File: src/hw/rtl/tcc_pkg.sv
// Shared types and constants for the text console with cursor and scroll.
// No dependencies; every other file uses this package.
package tcc_pkg;

  localparam int COLUMNS_DEF = 80;
  localparam int ROWS_DEF    = 25;

  localparam int CHAR_W  = 8;
  localparam int COLOR_W = 8;
  localparam int ROW_W   = 5;
  localparam int COL_W   = 7;
  localparam int CELL_W  = CHAR_W + COLOR_W;

  localparam logic [CHAR_W-1:0]  NEWLINE_CODE = 8'd10;
  localparam logic [CHAR_W-1:0]  BLANK_CODE   = 8'h20;
  localparam logic [COLOR_W-1:0] RESET_COLOR  = 8'h07;

  localparam logic CMD_PUT  = 1'b0;
  localparam logic CMD_READ = 1'b1;

  typedef struct packed {
    logic [CHAR_W-1:0]  cell_char;
    logic [COLOR_W-1:0] cell_color;
    logic [ROW_W-1:0]   cursor_row;
    logic [COL_W-1:0]   cursor_col;
    logic               scrolled;
  } res_t;

endpackage

File: src/hw/rtl/tcc_if.sv


interface tcc_rsp_if;
  logic                        valid;
  logic                        ready;
  logic [tcc_pkg::CHAR_W-1:0]  cell_char;
  logic [tcc_pkg::COLOR_W-1:0] cell_color;
  logic [tcc_pkg::ROW_W-1:0]   cursor_row;
  logic [tcc_pkg::COL_W-1:0]   cursor_col;
  logic                        scrolled;
  modport source (output valid, cell_char, cell_color, cursor_row, cursor_col, scrolled,
                  input ready);
  modport sink   (input valid, cell_char, cell_color, cursor_row, cursor_col, scrolled,
                  output ready);
endinterface


File: src/hw/rtl/tcc_out_reg.sv
// Output register between the sequencer and the result channel.
// Depends on tcc_pkg and tcc_rsp_if.
module tcc_out_reg (
  input  logic           clk,
  input  logic           rst,
  input  logic           in_valid,
  output logic           in_ready,
  input  tcc_pkg::res_t  in_data,
  tcc_rsp_if.source      rsp
);
  import tcc_pkg::*;

  logic full;
  res_t data;

  assign in_ready = !full || rsp.ready;

  always_ff @(posedge clk) begin
    if (rst) begin
      full <= 1'b0;
    end else begin
      if (in_valid && in_ready) full <= 1'b1;
      else if (rsp.ready) full <= 1'b0;
    end
    if (in_valid && in_ready) data <= in_data;
  end

  assign rsp.valid      = full;
  assign rsp.cell_char  = data.cell_char;
  assign rsp.cell_color = data.cell_color;
  assign rsp.cursor_row = data.cursor_row;
  assign rsp.cursor_col = data.cursor_col;
  assign rsp.scrolled   = data.scrolled;

endmodule

File: src/flat_wrapper.sv
// flat-port wrapper written by rule: the top's interface ports become plain ports
module tcc_out_reg_flat import tcc_pkg::*;
  (clk, rst, in_valid, in_ready, in_data, rsp_valid, rsp_cell_char, rsp_cell_color, rsp_cursor_row, rsp_cursor_col, rsp_scrolled, rsp_ready);
  tcc_rsp_if rsp_i ();
  input  logic clk;
  input  logic rst;
  input  logic in_valid;
  output logic in_ready;
  input  tcc_pkg::res_t in_data;
  output wire logic [$bits(rsp_i.valid)-1:0] rsp_valid;
  output wire logic [$bits(rsp_i.cell_char)-1:0] rsp_cell_char;
  output wire logic [$bits(rsp_i.cell_color)-1:0] rsp_cell_color;
  output wire logic [$bits(rsp_i.cursor_row)-1:0] rsp_cursor_row;
  output wire logic [$bits(rsp_i.cursor_col)-1:0] rsp_cursor_col;
  output wire logic [$bits(rsp_i.scrolled)-1:0] rsp_scrolled;
  input wire logic [$bits(rsp_i.ready)-1:0] rsp_ready;
  assign rsp_valid = rsp_i.valid;
  assign rsp_cell_char = rsp_i.cell_char;
  assign rsp_cell_color = rsp_i.cell_color;
  assign rsp_cursor_row = rsp_i.cursor_row;
  assign rsp_cursor_col = rsp_i.cursor_col;
  assign rsp_scrolled = rsp_i.scrolled;
  assign rsp_i.ready = rsp_ready;
  tcc_out_reg u_core (.clk(clk), .rst(rst), .in_valid(in_valid), .in_ready(in_ready), .in_data(in_data), .rsp(rsp_i));
endmodule
File: config.mk
export PLATFORM = sky130hd
export DESIGN_NAME = tcc_out_reg_flat
export DESIGN_NICKNAME = d
export VERILOG_FILES = /design/src/hw/rtl/tcc_pkg.sv /design/src/hw/rtl/tcc_if.sv /design/src/hw/rtl/tcc_out_reg.sv /design/src/flat_wrapper.sv
export SDC_FILE = /design/constraint.sdc
export NUM_CORES = 1
export LEC_CHECK = 0
export BUFFER_PORTS_ARGS = -buffer_cell sky130_fd_sc_hd__buf_4
export CELL_PAD_IN_SITES_DETAIL_PLACEMENT = 1
export CELL_PAD_IN_SITES_GLOBAL_PLACEMENT = 1
export CORE_ASPECT_RATIO = 1.5
export CORE_MARGIN = 2
export CORE_UTILIZATION = 33
export CTS_CLUSTER_SIZE = 25
export DETAILED_ROUTE_END_ITERATION = 10
export PLACE_DENSITY = 0.93
export RECOVER_POWER = 50
export SLEW_MARGIN = 40
export SYNTH_ARGS = -nofsm -noshare
export SYNTH_HDL_FRONTEND = slang
export SYNTH_SLANG_ARGS = --single-unit
export TNS_END_PERCENT = 50
File: constraint.sdc
create_clock -name clk -period 2.8 [get_ports clk]
set_input_delay 0.14 -clock clk [delete_from_list [all_inputs] [get_ports clk]]
set_output_delay 0.14 -clock clk [all_outputs]
set_load 0.1 [all_outputs]
==> summary.md, run 1 <==
| Metric | Value |
|---|---|
| Syn Area/Cell | 27.2 um^2 |
| FF+latch area | roughly 890 um^2 |
| Pwr dens | 754 nW/um^2 |
| I/O Pins | 64 |
| Lkg Pwr | 0.588 nW |
| Clock Tree Root | clkbuf_8 |
| Cells after synthesis | 34 |
| GR Overflow Total | 0 |
| Top cell type's share of synthesized area | a little over nine tenths |
| Synth Cell Area | 926 um^2 |
| Int Power | 742 uW |
| CTS H-tree lvls | 2 |
| Cts repair resizes | 0 |
| Register area share after synthesis | 96.2% |
| Hold Vio Cnt, Final | 0 |
| Initial antenna violation count | 0 |
| Setup_tns | 0 ps |
| Place WS | 1660 ps |
| Combinational Power Share | 23.7% |
| Crit Path Category | register to output port |
| DP HPWL | 1.52 mm |
| First-pass GRT wire length | 2.58 mm |
| Top cells by area, synth | edfxtp_1 (94%), dfxtp_1 (2.2%), nand2b_4 (1.5%) |
| DIE WIDTH | 47.3 um |
| Total track usage | 12.3% |
| DR WL/cell | 13.4 um |
| Final critical-path required period | 1600 ps |
| Final Max Slew Viols | 0 |
| Synth unique cells | 6 |
| Layout cells sized above 1 | 54.3% |
| Cell area after layout | around 1500 um^2 |
| Num CTS Buffers | 5 |
| Worst slew pin tran | approximately 1200 ps |
| Row count | 23 |
| Status | finished, final reports clean |
| DIE AREA | 3250 um^2 |
| PortBufs | 63 |
| TritonRoute pass-1 iters | 3 |
| Initial drt markers | 5 |
| Crit path required time | 2660 ps |
| Maximum clock rate | 0.624 GHz |
| Relative slew slack | a little over a fifth |
| Final setup violation count | 0 |
| Sequential power share | 48.1% |
| Sw Ratio | 32.8% |
| Critical path buffers and inverters | 1 |
| Worst Setup End Kind | output port |
| Largest net degree at the start of global routing | 30 |
| Max-capacitance violation count | 0 |
| Placed inst area | 1450 um^2 |
| Worst path arrival time | 1460 ps |
| Clock network fraction of total power | 28.2% |
| # fillers | 273 |
| Post-Route Utilization | 54.7% |
| Ant diodes | 0 |
| Postcts setup bufs | 0 |
| Drt total wl | 1.90 mm |
| Synth Register Bits | 30 |
| Clock Pin Slew Worst Setup and Hold Paths | 60 ps |
| Hold Path Class | input pin to register |
| Die H | 68.9 um |
| CP Launch Type | register |
| Slowest cell delay on critical path | 870 ps |
| Vias | 583 |
| Final GP Congestion | 0.620 |
| RSZ-0062 raised after global routing | false |
| Worst path cell trace | clkbuf_1 |
| Area occupied by multi-input gates | 26.3 um^2 |
| Crit path max-delay family | buffers and inverters |
| Tcrit/Tclk final | ~57% |
| Drt drc | 0 |
| Switching pwr | about 360 uW |
| Via-to-Cell Ratio | 4.11 |
| Clock skew | 3.17 ps |
| Core area | roughly 2700 um^2 |
| Area leader, netlist | edfxtp_1 |
| Max VDD drop | roughly 0.42 mV |
| Min Hold Slack | 22.0 ps |
| Initial Util | between 30% and 40% |
| CP max-delay cell | clkbuf_1 |
| Ys Warns | 0 |
| Clock Path Buffers | 2 |
| Post-CTS Hold Buffers | 0 |
| Setup WS post-layout | 1200 ps |
| Number of routed nets with antenna violations | 0 |
| Most frequent cells in the layout | clkbuf_4 (29), edfxtp_1 (29), buf_4 (19), clkbuf_1 (16), clkbuf_8 (5) |
| Clk_lat worst skew | 270 ps |
| Num Clock Sinks | 30 |
| Vias in the first global route | around 640 |
| Nets | 137 |
| Post-synth net total | 67 |
| CTS tree | done |
| Area Growth Syn to Fin | 58.2% |
| Critical path fanouts, max | 1 |
==> cell families (layout without fill, tap and decap cells) <==
family                 count (synthesis)  in the layout  synth area share (%)
DFF                                   30             30                  96.2
and+or+nand+nor                        2              2                  2.43
AOI/OAI and AO/OA                      1              1                 0.946
buffers and inverters                  1             72                 0.405
==> area by class of cell <==
type / count / share of cell area (%)
flip-flops and latches: 30 / 60.8
repair buffers: 63 / 28.4
clock buffers: 6 / 4.95
well taps: 37 / 3.16
multi-input cells: 3 / 1.79
clock inverters: 2 / 0.598
inverters: 1 / 0.256
==> power by group through the flow <==
stage / clock [mW] / combinational (mW) / sequential [mW]
finish: 0.312 / 0.262 / 0.531
global route: 0.347 / 0.270 / 0.533
CTS: 0.323 / 0.277 / 0.532
detailed placement: 0 / 0.277 / 0.541
global placement: 0 / 0.274 / 0.540
floorplan: 0 / 0.0165 / 0.724
==> cells in the mapped netlist, drive strengths merged <==
| cell type | count |
|---|---|
| and2 | 1 |
| edfxtp | 29 |
| inv | 1 |
| nand2b | 1 |
| dfxtp | 1 |
| a21oi | 1 |
==> state kept, by name, summed over array words and instances (netlist names) <==
signal                 cells
u_core.rsp.cursor_col      7
u_core.rsp.cursor_row      5
u_core.rsp.scrolled        1
u_core.rsp.valid           1
u_core.rsp.cell_char       8
u_core.rsp.cell_color      8
==> per-stage QoR <==
stage | total power, mW | std cells
floorplan | 0.741 | 34
global placement | 0.813 | 134
detailed placement | 0.818 | 134
CTS | 1.13 | 142
global route | 1.15 | 142
finish | 1.10 | 142
==> worst paths after layout <==
path / startpoint / end / slack [ps] / cells after the start
worst min register to register: u_core.rsp.valid / u_core.rsp.valid / 510 / 2
worst min-delay path: rst / u_core.rsp.valid / 20 / 2
worst max register to register: u_core.rsp.valid / u_core.rsp.cursor_col[5] / 1660 / 2
worst max-delay path: u_core.rsp.cell_char[4] / rsp_cell_char[4] / 1200 / 1
==> layer usage <==
layer / vias up / wire [um] / track usage [%]
li1: 270 / - / -
met1: 267 / 552 / 9.33
met2: 43 / 1110 / 22.5
met3: 3 / 216 / 8.07
met4: 0 / 16 / 5.21
met5: - / 0 / 0
No activity file was read; power rests on OpenSTA's default activity.
==> run 2, diff against run 1 <==
--- a/config.mk
+++ b/config.mk
@@ -5,15 +5,16 @@
 export SDC_FILE = /design/constraint.sdc
 export NUM_CORES = 1
 export LEC_CHECK = 0
+export ABC_AREA = 1
 export BUFFER_PORTS_ARGS = -buffer_cell sky130_fd_sc_hd__buf_4
 export CELL_PAD_IN_SITES_DETAIL_PLACEMENT = 1
 export CELL_PAD_IN_SITES_GLOBAL_PLACEMENT = 1
 export CORE_ASPECT_RATIO = 1.5
 export CORE_MARGIN = 2
-export CORE_UTILIZATION = 33
+export CORE_UTILIZATION = 31
 export CTS_CLUSTER_SIZE = 25
 export DETAILED_ROUTE_END_ITERATION = 10
-export PLACE_DENSITY = 0.93
+export PLACE_DENSITY = 0.89
 export RECOVER_POWER = 50
 export SLEW_MARGIN = 40
 export SYNTH_ARGS = -nofsm -noshare
==> constraint.sdc (replaced) <==
create_clock -name clk -period 1.55 [get_ports clk]
set_input_delay 0.0775 -clock clk [delete_from_list [all_inputs] [get_ports clk]]
set_output_delay 0.0775 -clock clk [all_outputs]
set_load 0.1 [all_outputs]
==> run 2 against run 1 <==
Worst setup slack got worse by 790 ps. Non-clock buffer count rose by 31. Clock skew barely moved. Via count rose by 22%. Global-route usage rose by 6.0 points. Power rose by 89%. First-iteration DRC count rose to 3.6 times the previous value. Synthesized cell count rose by 2.9%. Highest routed layer unchanged. Final cell count rose by 23%. Sequential cell count did not move. Worst hold slack improved by 63 ps. Area after synthesis fell by 0.81%.
==> summary.md, run 2 <==
| Metric | Value |
|---|---|
| Critical path buffers and inverters | 1 (unchanged) |
| Ant diodes | 0 (unchanged) |
| DR WL/cell | 15.5 um (+16%) |
| Postcts setup bufs | 0 (unchanged) |
| Area leader, netlist | edfxtp_1 |
| Setup_tns | 0 ps (unchanged) |
| Cts repair resizes | 0 (unchanged) |
| CTS H-tree lvls | 2 (unchanged) |
| TritonRoute pass-1 iters | 3 (unchanged) |
| Ys async rst share | 0% (unchanged) |
| Placed inst area | 1470 um^2 (+1.9%) |
| Most common flop cell mapped by yosys | edfxtp_1 |
| Initial Util | 32.2% (-2.4 points) |
| Final setup violation count | 0 (unchanged) |
| Synth Register Bits | 30 (unchanged) |
| Hold Vio Cnt, Final | 0 (unchanged) |
| DP HPWL | 1.59 mm (+4.2%) |
| RSZ-0062 raised after global routing | false |
| Clk_lat worst skew | 270 ps (about the same) |
| Maximum clock rate | 0.877 GHz |
| Worst path arrival time | 1060 ps (-400 ps) |
| Tcrit/Tclk final | 73.5% |
| Initial antenna violation count | 0 (unchanged) |
| DIE AREA | 3420 um^2 (+5.2%) |
| Register area share after synthesis | 97.0% (+0.79 points) |
| Most frequent cells in the layout | dlygate4sd3_1 (30), clkbuf_4 (29), edfxtp_1 (29), buf_4 (19), clkbuf_2 (15) |
| Commonest non-fill, non-tap cell in the layout | dlygate4sd3_1 |
| Lkg Pwr | 0.765 nW (+30%) |
| Status | finished, final reports clean |
| Num CTS Buffers | 5 (unchanged) |
| Synth Cell Area | 918 um^2 (-0.81%) |
| Row count | 24 (+4.3%) |
| Cell area after layout | 1810 um^2 (+24%) |
| Area Growth Syn to Fin | 97.1% |
| Slowest cell delay on critical path | 450 ps (-420 ps) |
| Largest net degree at the start of global routing | 30 (unchanged) |
| Total track usage | 18.3% (+6.0 points) |
| Syn Area/Cell | 26.2 um^2 (-3.6%) |
| Max-capacitance violation count | 0 (unchanged) |
| Relative slew slack | 63.0% (+42 points) |
| Crit path max-delay family | buffers and inverters |
| Worst path cell trace | clkbuf_2 |
| Pwr dens | 1150 nW/um^2 (+53%) |
| Clock skew | 3.41 ps (+0.247 ps) |
| GR Overflow Total | 0 (unchanged) |
| Clock Path Buffers | 2 (unchanged) |
| CP Launch Type | register |
| Top cells by area, synth | edfxtp_1 (95%), dfxtp_1 (2.2%), a21oi_2 (0.95%) |
| Post-synth EDFFs | 29 (unchanged) |
| Core area | 2850 um^2 (+6.6%) |
| Top-count cell post-synth | edfxtp_1 |
| PortBufs | 63 (unchanged) |
| Crit Path Category | register to output port |
| Drt drc | 0 (unchanged) |
| Post-synth net total | 68 (+1.5%) |
| Num Clock Sinks | 30 (unchanged) |
| Clock Pin Slew Worst Setup and Hold Paths | 60 ps (about the same) |
| Top cell type's share of synthesized area | 94.8% (+0.77 points) |
| Hold Path Class | input pin to register |
| Nets | 169 (+23%) |
| Vias in the first global route | 828 (+30%) |
| Worst slew pin tran | 558 ps (-631 ps) |
| CTS tree | done |
| Layout cells sized above 1 | 53.7% (-0.61 points) |
| Initial drt markers | 18 (+13) |
| Number of routed nets with antenna violations | 0 (unchanged) |
| DIE WIDTH | 48.4 um (+2.5%) |
| Via-to-Cell Ratio | 4.08 (-0.62%) |
| I/O Pins | 64 (unchanged) |
| Clock Tree Root | clkbuf_8 |
| Min Hold Slack | 85.5 ps (+63.5 ps) |
| CP max-delay cell | clkbuf_2 |
| Crit path required time | 1470 ps (-1190 ps) |
| First-pass GRT wire length | 4.37 mm (+70%) |
| Drt total wl | 2.70 mm (+42%) |
| Final Max Slew Viols | 0 (unchanged) |
| Critical path fanouts, max | 1 (unchanged) |
| Die H | 70.7 um (+2.6%) |
| Worst Setup End Kind | output port |
| Max VDD drop | 0.650 mV (+54%) |
| Final critical-path required period | about 1100 ps |
| Ys Warns | 0 (unchanged) |
| Vias | 714 (+22%) |
| Synth unique cells | 7 (+1) |
| Final GP Congestion | 0.662 (+6.9%) |
| R2r setup slk | 500 ps (-1160 ps) |
| Cells after synthesis | 35 (+2.9%) |
[run 2: cell types whose count changed after synthesis, sizes merged]
cell / previous run / this run
inv: 1 / 2
and2: 1 / 0
a21oi: 1 / 2
nand2: 0 / 1
nand2b: 1 / 0
[run 2: power by group]
group	internal, mW	switching (mW)
sequential	0.946	0.0163
clock	0.308	0.258
combinational	0.148	0.406
total	1.40	0.681
[run 2: what timing repair did]
item                                   CTS  global route
hold buffers                            30             0
endpoints found under the hold margin   30             0
setup endpoints to repair                0             0
[run 2: metal layers]
layer | vias up | track usage [%] | part of all wire [%]
li1 | 335 | - | -
met1 | 342 | 17.2 | 33
met2 | 33 | 35.2 | 60
met3 | 4 | 6.54 | 5.8
met4 | 0 | 7.62 | 1.5
met5 | - | 0 | 0
[run 2: cells by family after synthesis]
| logic type | after synthesis | synth area share [%] |
|---|---|---|
| buffers and inverters | 2 | 0.817 |
| flip-flops | 30 | 97.0 |
| AO/OA/AOI/OAI | 2 | 1.50 |
| AND/OR/NAND/NOR | 1 | 0.682 |
[run 2: cell type report]
| class | count | area, um^2 |
|---|---|---|
| Fill cell | 277 | 1040 |
| Sequential cell | 30 | 891 |
| Timing Repair Buffer | 94 | 756 |
| Clock buffer | 7 | 76.3 |
| Tap cell | 39 | 48.8 |
| Multi-Input combinational cell | 3 | 31.3 |
| Inverter | 2 | 7.51 |
[run 2: worst paths after layout]
kind / to / start / depth (start not counted)
worst min register to register: u_core.rsp.valid / u_core.rsp.valid / 2
worst min-delay path: u_core.rsp.valid / rsp_ready / 4
worst max-delay path: rsp_cursor_col[2] / u_core.rsp.cursor_col[2] / 1
worst max register to register: u_core.rsp.cursor_col[3] / u_core.rsp.valid / 2
[run 2: stage by stage]
step / utilization [%] / power, mW / setup slack, ps / cells
after global placement: 51.6 / 1.48 / 557 / 138
after floorplan: - / 1.34 / 38.3 / 35
after global routing: 63.5 / 2.16 / 370 / 175
after detailed placement: 51.6 / 1.49 / 538 / 138
final: 63.5 / 2.08 / 410 / 175
after CTS: 64.8 / 2.10 / 464 / 175
